[src/rtl/core/tccw_pkg.sv]
// tccw_pkg: shared constants, request and character codes, and the
// command and status structs between the controller and the datapath
// no dependencies
package tccw_pkg;

    // screen geometry
    localparam int COLUMNS = 80;
    localparam int ROWS    = 25;
    localparam int CELLS   = ROWS * COLUMNS;

    localparam int ROW_W  = $clog2(ROWS);
    localparam int COL_W  = $clog2(COLUMNS);
    localparam int ADDR_W = $clog2(CELLS);

    // word field widths
    localparam int REQ_W      = 3;
    localparam int CHAR_W     = 8;
    localparam int IN_ROW_W   = 6;
    localparam int IN_COL_W   = 7;
    localparam int COLOR_W    = 8;
    localparam int OUT_ROW_W  = 5;
    localparam int OUT_COL_W  = 7;
    localparam int HW_W       = 13;
    localparam int CELL_W     = CHAR_W + COLOR_W;
    localparam int S_TDATA_W  = 32;
    localparam int OUT_BITS   = OUT_ROW_W + OUT_COL_W + HW_W + CHAR_W + 1;
    localparam int M_TDATA_W  = 40;
    localparam int CFG_IDX_W  = 1;
    localparam int CFG_DATA_W = 8;

    // request codes
    localparam logic [REQ_W-1:0] REQ_PUT        = 3'd0;
    localparam logic [REQ_W-1:0] REQ_DRAW       = 3'd1;
    localparam logic [REQ_W-1:0] REQ_READ       = 3'd2;
    localparam logic [REQ_W-1:0] REQ_SET_CURSOR = 3'd3;
    localparam logic [REQ_W-1:0] REQ_CLEAR      = 3'd4;

    // control characters
    localparam logic [CHAR_W-1:0] CH_NEWLINE   = 8'd10;
    localparam logic [CHAR_W-1:0] CH_RETURN    = 8'd13;
    localparam logic [CHAR_W-1:0] CH_BACKSPACE = 8'd8;
    localparam logic [CHAR_W-1:0] CH_BLANK     = 8'd32;

    // configuration register indexes
    localparam logic [CFG_IDX_W-1:0] REG_TEXT_COLOR    = 1'd0;
    localparam logic [CFG_IDX_W-1:0] REG_CURSOR_HIDDEN = 1'd1;

    localparam logic [COLOR_W-1:0] TEXT_COLOR_RESET = 8'd7;
    localparam logic [HW_W-1:0]    HW_CURSOR_HIDDEN = HW_W'(COLUMNS * COLUMNS);

    typedef struct packed {
        logic load_req;
        logic exec;
        logic copy_step;
        logic blank_step;
        logic out_load;
    } tccw_cmd_t;

    typedef struct packed {
        logic needs_read;
        logic needs_scroll;
        logic needs_clear;
        logic copy_last;
        logic blank_last;
        logic out_free;
    } tccw_status_t;

endpackage

[src/rtl/core/tccw_ctrl.sv]
// tccw_ctrl: request sequencer for the console engine
// depends on tccw_pkg (command and status structs)
module tccw_ctrl
    import tccw_pkg::*;
(
    input  logic         aclk,
    input  logic         aresetn,
    input  logic         s_tvalid,
    output logic         s_tready,
    input  tccw_status_t status,
    output tccw_cmd_t    cmd
);

    typedef enum logic [2:0] {
        ST_IDLE,
        ST_EXEC,
        ST_RDWAIT,
        ST_COPY,
        ST_BLANK,
        ST_RESP
    } state_t;

    state_t state_reg;
    state_t state_next;

    always_comb begin
        state_next = state_reg;
        cmd        = '0;
        s_tready   = 1'b0;
        case (state_reg)
            ST_IDLE: begin
                s_tready = 1'b1;
                if (s_tvalid) begin
                    cmd.load_req = 1'b1;
                    state_next   = ST_EXEC;
                end
            end
            ST_EXEC: begin
                cmd.exec = 1'b1;
                if (status.needs_read) begin
                    state_next = ST_RDWAIT;
                end else if (status.needs_scroll) begin
                    state_next = ST_COPY;
                end else if (status.needs_clear) begin
                    state_next = ST_BLANK;
                end else if (status.out_free) begin
                    cmd.out_load = 1'b1;
                    state_next   = ST_IDLE;
                end else begin
                    state_next = ST_RESP;
                end
            end
            ST_RDWAIT: begin
                if (status.out_free) begin
                    cmd.out_load = 1'b1;
                    state_next   = ST_IDLE;
                end else begin
                    state_next = ST_RESP;
                end
            end
            ST_COPY: begin
                cmd.copy_step = 1'b1;
                if (status.copy_last) begin
                    state_next = ST_BLANK;
                end
            end
            ST_BLANK: begin
                cmd.blank_step = 1'b1;
                if (status.blank_last) begin
                    state_next = ST_RESP;
                end
            end
            ST_RESP: begin
                if (status.out_free) begin
                    cmd.out_load = 1'b1;
                    state_next   = ST_IDLE;
                end
            end
            default: begin
                state_next = ST_IDLE;
            end
        endcase
    end

    always_ff @(posedge aclk) begin
        if (!aresetn) begin
            state_reg <= ST_IDLE;
        end else begin
            state_reg <= state_next;
        end
    end

endmodule

[config.mk]
export PLATFORM = sky130hd
export DESIGN_NAME = tccw_ctrl
export DESIGN_NICKNAME = d
export VERILOG_FILES = /design/src/rtl/core/tccw_pkg.sv /design/src/rtl/core/tccw_ctrl.sv
export SDC_FILE = /design/constraint.sdc
export NUM_CORES = 1
export LEC_CHECK = 0
export BUFFER_PORTS_ARGS = -buffer_cell sky130_fd_sc_hd__buf_2
export CAP_MARGIN = 20
export CORE_AREA = 2 2 39 41
export DETAILED_ROUTE_END_ITERATION = 6
export DIE_AREA = 0 0 41 43
export SLEW_MARGIN = 20
export SYNTH_ARGS = -nofsm -noshare
export SYNTH_HDL_FRONTEND = slang
export SYNTH_SLANG_ARGS = --single-unit
[constraint.sdc]
create_clock -name aclk -period 1.7 [get_ports aclk]
set_clock_uncertainty 0.15 [all_clocks]
set_input_delay 0.085 -clock aclk [delete_from_list [all_inputs] [get_ports aclk]]
set_output_delay 0.085 -clock aclk [all_outputs]
set_load 0.005 [all_outputs]
After elaboration in Yosys (flattened, before gate mapping):

Cells that the tools add are included.
W data, S select, Z words.

* word-level logic and storage cells: 33
* output and inout port bits: 6
* register bits: 3

* eq/ne operators: 9
* mux-type cells: 20
* reduce and logical (&&, ||, !) cells: 3

Operators with widths (count)
* $mux W3: 8
* $pmux W3 S6: 1
* $mux W1: 10
* $ne A2 B2 Y1 const B: 4
* $eq A3 B2 Y1 const B: 2
* $eq A3 B3 Y1 const B: 2
* $reduce_and A4 Y1: 1
* $eq A3 B1 Y1 const B: 1
* $logic_not A3 Y1: 1
* $pmux W1 S2: 1
* $reduce_or A2 Y1: 1

Logic depth before layout (Yosys ltp):

* depth in word-level cells: 5
* depth in mapped cells: 5
* mapped depth without buffers: 4

Least setup slack after synthesis:

OpenSTA, ideal clock, no wires.

* kind: flip-flop to flip-flop
* from: register state_reg[2]
* to: register state_reg[2]
* arrival: 1.042 ns
* clock period less this slack: 1.282 ns
* stages on the path, launching flop included: 5
* path slack: 0.418 ns
* cell sequence: dfxtp_1 -> nand2b_2 -> a2111oi_4 -> nor3_1 -> a311oi_1

* longest elaborated chain between the ends: 3
* elaborated cells between the ends (all ways): 12
* those cells by class: 9 x eq/ne; 1 x mux; 2 x reduce/logical

Ends and longest elaborated chain
* from (decl): line tccw_ctrl.sv:23 `state_t state_reg;`
* from (signal assigned): line tccw_ctrl.sv:89 `state_reg <= state_next;`
* $eq A3 B2 Y1 (tied with other cells): line tccw_ctrl.sv:30 `case (state_reg)`
* $ne A2 B2 Y1 (no line)
* $reduce_and A4 Y1 (no line)

Parallel ways exist; a longest one is shown, timed or not.
A chain may end at the register's enable or synchronous reset.

Worst setup path in the final report:

Ends and elaborated chain as after synthesis.

==> flow_metrics.py <==
metrics = {
    "power_and_ir_drop": {
        "cellPowerDensity_nw_per_um2": 1004,
        "internal-power_w": 0.0002651,
        "pwr-share-seq": 0.286,
        "p_clk_frac": 0.300,
        "switchingPower_w": 0.0001484,
        "p_sw_frac": 0.3588,
        "share_comb_of_total_power": 0.414,
        "power.leakage_nw": 0.1816,
        "peakVddDrop_v": 0.0003303,
        "total_power_w": 0.0004135,
    },
    "sta": {
        "finalHoldViolations": 0,
        "layout_min_cycle_time_ps": 1493,
        "max_freq_mhz": 669.9,
        "grt_setup_unrepaired": "false",
        "tightest_slew_ps": 314.4,
        "setup_tns_ps": 0,
        "final_max_slew_viol_count": 0,
        "hold-worst-slack_ps": 86.29,
        "setup_viol": 0,
        "period_share": 0.8780,
        "relSlewSlack": 0.7901,
    },
    "placement": {
        "gp_congestion": 0.7644,
        "detailed_place_hpwl_um": 535.3,
        "port_buffers": 14,
    },
    "critical_path": {
        "cp_slowest_cell": "dfxtp_1",
        "worstPathArrival_ps": 1480,
        "crit_path_end_kind": "flop",
        "cp_max_fo": 11,
        "crit_buf_inv": 0,
        "reg2regPathDepth": 4,
        "worstPathRequired_ps": 1690,
        "cpLargestDelayFamily": "compound AO/OA/AOI/OAI gates",
        "worst_r2r_endpoint": "state_reg[2]",
        "crit_type": "flop to flop",
        "cpPeakStageDelay_ps": 390,
        "r2r_setup_slack_ps": 210,
        "cp_cell_sequence": "nand2b_2 -> a2111oi_4 -> nor3_1 -> a311oi_1",
        "r2r-start": "state_reg[2]",
        "cp-start-kind": "flop",
    },
    "global_route": {
        "grt_max_degree": 12,
        "grt_pass1_vias": 293,
        "overflow": 0,
        "grt_usage": 0.1033,
        "antenna_found_initial": 0,
        "grt_pass1_wl_mm": 1.200,
    },
    "die": {
        "die_area_um2": 1763,
        "boundaryPins": 15,
        "fp.dieH_um": 43,
        "num_rows": 14,
        "start_util": 0.2224,
        "die_x_um": 41,
        "core-area_um2": 1384,
    },
    "clock_tree": {
        "cts_sinks": 3,
        "cts_max_path_buffers": 2,
        "cts_resized": 0,
        "h-tree-depth": 1,
        "clkLatencyLatePin_ps": 230,
        "cts_buffers": 3,
        "clk_pin_slew_ps": 40,
        "cts_root_buffer": "clkbuf_4",
        "cts_tree": "done",
    },
    "logic_synthesis": {
        "synthesis.area_um2": 307.8,
        "seq_area_frac_synth": 0.1951,
        "synth_warnings": 0,
        "ys_ff_latch": 3,
        "synth.avg_cell_area_um2": 7.507,
        "syn_inst": 41,
        "synth.distinct_cells": 20,
        "syn-num-nets": 50,
    },
    "layout": {
        "largest_reg_flops": 3,
        "layout-drive-gt1-share": 0.3276,
        "fin_nets": 68,
        "antenna_cells": 0,
        "syn2layout_area_growth_pct": 33.74,
    },
    "outcome": {
        "outcome": "finished, final reports clean",
    },
    "worst_hold_path": {
        "hold_path.class": "primary input to flop",
        "whs_path_depth": 4,
        "hold_start": "status[1]",
        "whs_endpoint": "state_reg[2]",
    },
    "detailed_routing": {
        "avgViaCountPerCell": 4.446,
        "vias": 329,
        "drt_iter0_drc": 12,
        "totalWireLength_um": 694,
        "dr.pass1.iters": 3,
        "routedWlPerCell_um": 9.378,
        "drc": 0,
        "ant_nets": 0,
    },
    "job": {
        "maxCapViolCount": 0,
    },
}
==> how the worst max path moves through the flow <==
| stage | from | to | slack [ps] | cells past startpoint |
|---|---|---|---|---|
| after floorplan | state_reg[2] | state_reg[2] | 420 | 4 |
| after global placement | state_reg[2] | state_reg[2] | 270 | 4 |
| after detailed placement | state_reg[2] | state_reg[2] | 230 | 4 |
| after CTS | state_reg[2] | state_reg[2] | 210 | 4 |
| after global routing | state_reg[2] | state_reg[2] | 40 | 4 |
| final | state_reg[2] | state_reg[2] | 210 | 4 |
==> timing repair <==
item,4_1_cts,5_1_grt
hold buffers,1,0
setup endpoints to repair,0,0
endpoints found under the hold margin,3,0
setup buffers,0,0
==> tightest hold or removal path, cell delays in order <==
cell,delay [ps]
buf_2,70
mux2i_1,50
nand2_1,110
a311oi_1,100
==> Yosys cell counts <==
library cell / n / share of area
nor2_1: 7 / 0.085
nor3_1: 5 / 0.081
inv_1: 4 / 0.049
dfxtp_1: 3 / 0.20
o21a_1: 3 / 0.073
a21oi_1: 2 / 0.033
and2_1: 2 / 0.041
buf_6: 2 / 0.073
nor3b_1: 2 / 0.049
a2111oi_4: 1 / 0.089
a21boi_1: 1 / 0.024
a22o_1: 1 / 0.028
a311oi_1: 1 / 0.028
mux2i_1: 1 / 0.033
nand2_1: 1 / 0.012
nand2b_1: 1 / 0.020
nand2b_2: 1 / 0.028
o21ai_0: 1 / 0.016
o21ai_1: 1 / 0.016
o21bai_1: 1 / 0.024
==> metal layers <==
layer  global-route usage  vias up  wire (µm)
met3              0.03665        0         25
met5                    0        -          0
li1                     -      177          -
met2               0.1250        6        356
met1               0.1314      146        312
met4               0.1000        0          0
==> cells in the final DEF (no fill, tap or decap) <==
master,n
a2111oi_4,1
a21boi_1,1
a21oi_1,2
a22o_1,1
a311oi_1,1
and2_1,2
buf_2,14
clkbuf_1,1
clkbuf_4,3
dfxtp_1,3
dlygate4sd3_1,1
inv_1,4
mux2i_1,1
nand2_1,1
nand2b_1,1
nand2b_2,1
nor2_1,7
nor3_1,5
nor3b_1,2
o21a_1,3
o21ai_0,1
o21ai_1,1
o21bai_1,1
==> power by group through the flow <==
stage / registers (W) / clock network (W) / logic, W
6_report: 0.000118 / 0.000124 / 0.000171
5_1_grt: 0.000124 / 0.000134 / 0.000192
4_1_cts: 0.000118 / 0.000132 / 0.000174
3_5_place_dp: 0.000119 / 0 / 0.000171
3_3_place_gp: 0.000119 / 0 / 0.000171
2_1_floorplan: 0.0000982 / 0 / 0.000148
==> cell type report <==
type	count	area, µm²
fillers	151	972.2
multi-input cells	32	210.2
repair buffers	15	80.08
flip-flops and latches	3	60.06
clock buffers	4	26.28
well taps	16	20.02
inverters	4	15.01
==> through the flow <==
stage	util	area, µm²	instances	worst slack, ps
2_1_floorplan	-	307.8	41	417.5
3_3_place_gp	0.2712	375.4	69	265.3
3_5_place_dp	0.2712	375.4	69	229.9
4_1_cts	0.2975	411.6	74	209.6
5_1_grt	0.2975	411.6	74	36.60
6_report	0.2975	411.6	74	207.3
==> cell families (layout without fill, tap and decap cells) <==
kind of cell,after synthesis,after routing,synth area share
flip-flops,3,3,0.1951
AO/OA/AOI/OAI,12,12,0.3333
AND/OR/NAND/NOR,19,19,0.3171
buffers and inverters,6,23,0.1219
multiplexers,1,1,0.03252
(Power assumes the default switching activity.)
